File: src/rtl/core/assert_macros.svh
// Assertion macros shared by the heap queue RTL.
// Each macro samples on clk_i and is disabled while rst_ni is low.
`ifndef ASSERT_MACROS_SVH
`define ASSERT_MACROS_SVH

// Expression must hold at every sampled edge.
`define ASSERT_HOLDS(lbl, expr, msg) \
  lbl: assert property (@(posedge clk_i) disable iff (!rst_ni) (expr)) else $error(msg);

// Consequent must hold in the same cycle as the antecedent.
`define ASSERT_IMPLIES(lbl, ante, cons, msg) \
  lbl: assert property (@(posedge clk_i) disable iff (!rst_ni) (ante) |-> (cons)) \
    else $error(msg);

// Consequent must hold in the cycle after the antecedent.
`define ASSERT_NEXT(lbl, ante, cons, msg) \
  lbl: assert property (@(posedge clk_i) disable iff (!rst_ni) (ante) |=> (cons)) \
    else $error(msg);

`endif

File: src/rtl/core/mhpq_pkg.sv
// Shared types, constants and the microcode program of the heap queue.
// No dependencies; used by every module of the block but mhpq_ram.
`timescale 1ns / 1ps

package mhpq_pkg;

  localparam int CAPACITY = 64;
  localparam int PRIO_W   = 32;
  localparam int HANDLE_W = 16;
  localparam int IDX_W    = $clog2(CAPACITY);
  localparam int CNT_W    = $clog2(CAPACITY + 1);
  localparam int KID_W    = IDX_W + 1;
  localparam int STEP_W   = 4;

  typedef logic [IDX_W-1:0]  idx_t;
  typedef logic [CNT_W-1:0]  cnt_t;
  typedef logic [KID_W-1:0]  kid_t;
  typedef logic [STEP_W-1:0] step_t;

  typedef struct packed {
    logic [PRIO_W-1:0]   prio;
    logic [HANDLE_W-1:0] handle;
  } entry_t;

  typedef enum logic [1:0] {
    STS_OK    = 2'd0,
    STS_FULL  = 2'd1,
    STS_EMPTY = 2'd2
  } status_e;

  typedef enum logic {
    REQ_INSERT  = 1'b0,
    REQ_EXTRACT = 1'b1
  } req_e;

  // Datapath action of one microcode step
  typedef enum logic [3:0] {
    U_NOP,
    U_LATCH,
    U_RD_PARENT,
    U_MOVE_UP,
    U_PLACE_INC,
    U_RD_ROOT_LAST,
    U_TAKE_ROOT,
    U_RD_KIDS,
    U_MOVE_DOWN,
    U_PLACE,
    U_EMIT
  } uop_e;

  // Jump condition of one microcode step
  typedef enum logic [3:0] {
    C_NONE,
    C_ALWAYS,
    C_NO_IN,
    C_REJECT,
    C_IS_EXT,
    C_POS_ZERO,
    C_NOT_LESS,
    C_CNT_ZERO,
    C_NO_BETTER,
    C_OUT_BUSY
  } cond_e;

  typedef struct packed {
    uop_e  op;
    cond_e cond;
    step_t target;
  } uword_t;

  // Status flags from the datapath to the sequencer
  typedef struct packed {
    logic reject;
    logic is_ext;
    logic pos_zero;
    logic not_less;
    logic cnt_zero;
    logic no_better;
    logic out_busy;
    cnt_t cnt;
  } dp_flags_t;

  localparam step_t ST_IDLE   = step_t'(0);
  localparam step_t ST_DISP   = step_t'(1);
  localparam step_t ST_ROUTE  = step_t'(2);
  localparam step_t ST_UP_RD  = step_t'(3);
  localparam step_t ST_UP_CMP = step_t'(4);
  localparam step_t ST_UP_MOV = step_t'(5);
  localparam step_t ST_UP_END = step_t'(6);
  localparam step_t ST_RD_RL  = step_t'(7);
  localparam step_t ST_TAKE   = step_t'(8);
  localparam step_t ST_DN_RD  = step_t'(9);
  localparam step_t ST_DN_CMP = step_t'(10);
  localparam step_t ST_DN_MOV = step_t'(11);
  localparam step_t ST_DN_END = step_t'(12);
  // Last step, so that falling through wraps back to idle
  localparam step_t ST_EMIT   = '1;

  function automatic uword_t ucode_rom(step_t s);
    uword_t w;
    case (s)
      ST_IDLE:   w = '{op: U_LATCH,        cond: C_NO_IN,     target: ST_IDLE};
      ST_DISP:   w = '{op: U_NOP,          cond: C_REJECT,    target: ST_EMIT};
      ST_ROUTE:  w = '{op: U_NOP,          cond: C_IS_EXT,    target: ST_RD_RL};
      ST_UP_RD:  w = '{op: U_RD_PARENT,    cond: C_POS_ZERO,  target: ST_UP_END};
      ST_UP_CMP: w = '{op: U_NOP,          cond: C_NOT_LESS,  target: ST_UP_END};
      ST_UP_MOV: w = '{op: U_MOVE_UP,      cond: C_ALWAYS,    target: ST_UP_RD};
      ST_UP_END: w = '{op: U_PLACE_INC,    cond: C_ALWAYS,    target: ST_EMIT};
      ST_RD_RL:  w = '{op: U_RD_ROOT_LAST, cond: C_NONE,      target: ST_IDLE};
      ST_TAKE:   w = '{op: U_TAKE_ROOT,    cond: C_CNT_ZERO,  target: ST_EMIT};
      ST_DN_RD:  w = '{op: U_RD_KIDS,      cond: C_NONE,      target: ST_IDLE};
      ST_DN_CMP: w = '{op: U_NOP,          cond: C_NO_BETTER, target: ST_DN_END};
      ST_DN_MOV: w = '{op: U_MOVE_DOWN,    cond: C_ALWAYS,    target: ST_DN_RD};
      ST_DN_END: w = '{op: U_PLACE,        cond: C_ALWAYS,    target: ST_EMIT};
      ST_EMIT:   w = '{op: U_EMIT,         cond: C_OUT_BUSY,  target: ST_EMIT};
      default:   w = '{op: U_NOP,          cond: C_ALWAYS,    target: ST_IDLE};
    endcase
    return w;
  endfunction

endpackage

File: src/rtl/core/mhpq_useq.sv
// Microcode sequencer: step counter, control store lookup and jump logic.
// Depends on mhpq_pkg for the program and the control types.
`timescale 1ns / 1ps

module mhpq_useq (
  input  logic                clk_i,
  input  logic                rst_ni,
  input  logic                in_valid_i,
  input  mhpq_pkg::dp_flags_t flags_i,
  output mhpq_pkg::uop_e      op_o,
  output logic                in_ready_o,
  output logic                take_o,
  output mhpq_pkg::step_t     step_o
);

  mhpq_pkg::step_t  upc_q;
  mhpq_pkg::step_t  upc_d;
  mhpq_pkg::uword_t word;
  logic             jump;

  always_ff @(posedge clk_i or negedge rst_ni) begin
    if (!rst_ni) begin
      upc_q <= mhpq_pkg::ST_IDLE;
    end else begin
      upc_q <= upc_d;
    end
  end

  always_comb begin
    word = mhpq_pkg::ucode_rom(upc_q);
    case (word.cond)
      mhpq_pkg::C_NONE:      jump = 1'b0;
      mhpq_pkg::C_ALWAYS:    jump = 1'b1;
      mhpq_pkg::C_NO_IN:     jump = !in_valid_i;
      mhpq_pkg::C_REJECT:    jump = flags_i.reject;
      mhpq_pkg::C_IS_EXT:    jump = flags_i.is_ext;
      mhpq_pkg::C_POS_ZERO:  jump = flags_i.pos_zero;
      mhpq_pkg::C_NOT_LESS:  jump = flags_i.not_less;
      mhpq_pkg::C_CNT_ZERO:  jump = flags_i.cnt_zero;
      mhpq_pkg::C_NO_BETTER: jump = flags_i.no_better;
      mhpq_pkg::C_OUT_BUSY:  jump = flags_i.out_busy;
      default:               jump = 1'b0;
    endcase
    // advance, wrapping from the last step back to idle
    upc_d = jump ? word.target : upc_q + mhpq_pkg::step_t'(1);
  end

  assign op_o       = word.op;
  assign in_ready_o = (upc_q == mhpq_pkg::ST_IDLE);
  assign take_o     = in_ready_o && in_valid_i;
  assign step_o     = upc_q;

endmodule

File: config.mk
export PLATFORM = sky130hd
export DESIGN_NAME = mhpq_useq
export DESIGN_NICKNAME = d
export VERILOG_FILES = /design/src/rtl/core/assert_macros.svh /design/src/rtl/core/mhpq_pkg.sv /design/src/rtl/core/mhpq_useq.sv
export SDC_FILE = /design/constraint.sdc
export NUM_CORES = 1
export LEC_CHECK = 0
export ABC_CLOCK_PERIOD_IN_PS = 2600
export BUFFER_PORTS_ARGS = -buffer_cell sky130_fd_sc_hd__buf_2
export CORE_MARGIN = 3
export CORE_UTILIZATION = 48
export CTS_BUF_LIST = sky130_fd_sc_hd__clkbuf_8
export CTS_CLUSTER_DIAMETER = 100
export DETAILED_ROUTE_END_ITERATION = 8
export MAX_ROUTING_LAYER = met4
export PLACE_DENSITY = 0.82
export SLEW_MARGIN = 20
export SYNTH_ARGS = -nofsm -noshare
export SYNTH_HDL_FRONTEND = slang
export SYNTH_SLANG_ARGS = --single-unit
File: constraint.sdc
create_clock -name clk_i -period 2.6 [get_ports clk_i]
set_input_delay 0.52 -clock clk_i [delete_from_list [all_inputs] [get_ports clk_i]]
set_output_delay 0.52 -clock clk_i [all_outputs]
set_load 0.03 [all_outputs]
==> impl_metrics.csv <==
group,metric,value,unit
placement,post-place-ws,152,ps
yosys,ys.warnings.count,0,
sta,finalHoldViolCount,0,
clock_tree,numCtsBuffers,3,
global_routing,grt_pass1_wl,3.69,mm
flow_run,drv_cap,0,
floorplan,start_util,0.544,
route,antenna_left,0,
setup_path,end_kind,"flop",
clock_tree,post_cts_buffers,0,
setup_path,r2r_cells,9,
floorplan,die-area,0.00238,mm^2
yosys,synthTopCellsByArea,"dfrtp_1 11%, ha_1 8.6%, mux2i_1 8.0%",
cells_and_area,n_antenna_cell,0,
cells_and_area,largest_reg_flops,4,
clock_tree,ctsHoldBuffers,0,
global_routing,grt_overflow_total,0,
sta,finalWorstSetupSlack,116,ps
sta,maxSlewHeadroom,0.661,
route,drt-initial-drc-count,31,
clock_tree,h-tree-depth,1,
sta,finClkSkew,3.81,ps
yosys,synth_top_area_cell,"dfrtp_1",
setup_path,cp_num_buf_inv,3,
clock_tree,cts_tree,"done",
setup_path,crit_chain,"inv_1 > ha_4 > buf_4 > o22ai_1 > a22oi_1 > a32o_1 > a2111oi_4 > buf_4 > mux2i_1",
route,drt-total-wl,2.14,mm
floorplan,die_h,48.7,um
yosys,synthArstFlopShare,1.00,
placement,place_inst,149,
route,dr_total_vias,859,
cells_and_area,final_nets,155,
setup_path,crit_type,"flop to flop",
cells_and_area,synthToLayoutAreaGrowth,18.4,%
yosys,synth.cell_area,877,um^2
setup_path,cp.arrival,2620,ps
yosys,syn_inst,107,
clock_tree,ctsRootBufferMaster,"clkbuf_8",
worst_hold_path,hold_path.class,"primary input to asynchronous set/reset pin",
floorplan,core,0.00161,mm^2
setup_path,crit_top_cell,"buf_4",
setup_path,slowest_delay,420,ps
floorplan,num_rows,14,
yosys,yosys_register_bits,4,
yosys,synth_most_common_cell,"o21ai_0",
setup_path,worstPathMaxFanout,6,
route,drt_pass1_iterations,4,
cells_and_area,final-seq-area,103,um^2
sta,post-route-period-util,0.956,
global_routing,grt_max_degree,20,
sta,finalCriticalPeriod,2480,ps
route,avgRoutedWirePerCell,13.9,um
yosys,synthesis.nets,130,
global_routing,antenna_found_initial,0,
yosys,netlist.area_leader.share,0.114,
placement,place_congestion,0.836,
clock_tree,cts_resized,0,
setup_path,critPathLaunchType,"flop",
setup_path,critical-path-slowest-cell,"a2111oi_4",
sta,finalSetupViolations,0,
yosys,synth_top_flop_cell,"dfrtp_1",
setup_path,worstPathRequired,2740,ps
sta,drv_slew,0,
cells_and_area,final_cells,154,
route,viasPerCell,5.58,
cells_and_area,num-fill-cells,147,
placement,portBuffers,19,
clock_tree,clk_latency,220,ps
placement,post-dp-hpwl,1.63,mm
setup_path,cp.depth,9,
setup_path,crit_family,"compound AO/OA/AOI/OAI gates",
yosys,synth_enable_flop_cells,0,
route,drc_errors,0,
sta,fmax,0.402,GHz
yosys,synth_common_cells,"12 x o21ai_0, 9 x nand2_1, 8 x nor2_1",
global_routing,grt_pass1_vias,793,
cells_and_area,multiInputGateArea,672,um^2
yosys,postSynthAreaPerCell,8.20,um^2
sta,worst_pin_slew,508,ps
floorplan,die_w,48.7,um
clock_tree,path_clk_slew,30,ps
clock_tree,cts.sinks,4,
outcome,status,"finished clean",
yosys,synthDistinctLibCells,38,
global_routing,grt_usage,0.204,
clock_tree,cts_buffer_depth,2,
cells_and_area,drive_above_1_share,0.369,
yosys,ys_seq_area_frac,0.114,
floorplan,ios,27,
final cells by class:
cell class	count	share of cell area
Inverter	4	0.0145
Clock buffer	3	0.0398
Tap cell	24	0.0289
Sequential cell	4	0.0988
Timing Repair Buffer	30	0.171
Multi-Input combinational cell	89	0.647
worst reg2reg max path, delay by kind of cell, from the launching register on:
kind	cells	cell delay (ps)
buf+inv	3	550
compound gates	4	990
fa+ha+maj	1	260
flops	1	400
mux	1	190
final timing paths:
kind	slack, ps	endpoint	from
worst max-delay path	120	step_o[0]	step_o[1]
worst min-delay path	90	step_o[2]	rst_ni
worst max register to register	120	step_o[0]	step_o[1]
worst min register to register	750	step_o[0]	step_o[0]
max in group asynchronous	2370	step_o[1]	rst_ni
min in group clk_i	750	step_o[0]	step_o[0]
layout by cell type (no fill, tap or decap), types with 2 or more instances in the layout:
cell type | netlist | routed
buf_4 | 0 | 11
nand3_1 | 2 | 2
o22ai_1 | 4 | 4
clkbuf_8 | 4 | 3
o21ai_0 | 12 | 12
nand2b_1 | 2 | 2
dfrtp_1 | 4 | 2
nor2_1 | 8 | 8
o31ai_1 | 3 | 3
buf_2 | 0 | 19
inv_1 | 4 | 3
nand2_1 | 9 | 9
nor3_1 | 3 | 3
dfrtp_2 | 0 | 2
o211ai_1 | 2 | 2
a22oi_1 | 2 | 2
or2b_2 | 2 | 2
ha_1 | 6 | 5
mux2i_1 | 7 | 7
a21oi_1 | 5 | 5
xnor2_1 | 3 | 3
through the flow:
step,hold slack (ps),cell area [um^2],setup TNS (ps),utilization
floorplan,224,897,0,-
global placement,323,982,0,0.609
detailed placement,327,982,0,0.609
CTS,89.8,1020,0,0.635
global route,90.3,1040,-6.66,0.644
finish,92.9,1040,0,0.644
metal layers:
metal / track usage / wire length [um] / vias to the layer above
met3: 0.0429 / 141 / 3
li1: - / - / 437
met4: 0.109 / 28 / 0
met1: 0.236 / 936 / 386
met5: - / 0 / -
met2: 0.330 / 1040 / 33
cell families after synthesis:
| family | share of synthesized area |
|---|---|
| simple gates | 0.221 |
| xor+xnor | 0.0300 |
| compound gates | 0.312 |
| buf+inv | 0.140 |
| fa+ha+maj | 0.0856 |
| flops | 0.114 |
| mux | 0.0970 |
Power is not shown: default switching activity piles up to over one toggle a cycle in this logic, so the estimate is an artifact.
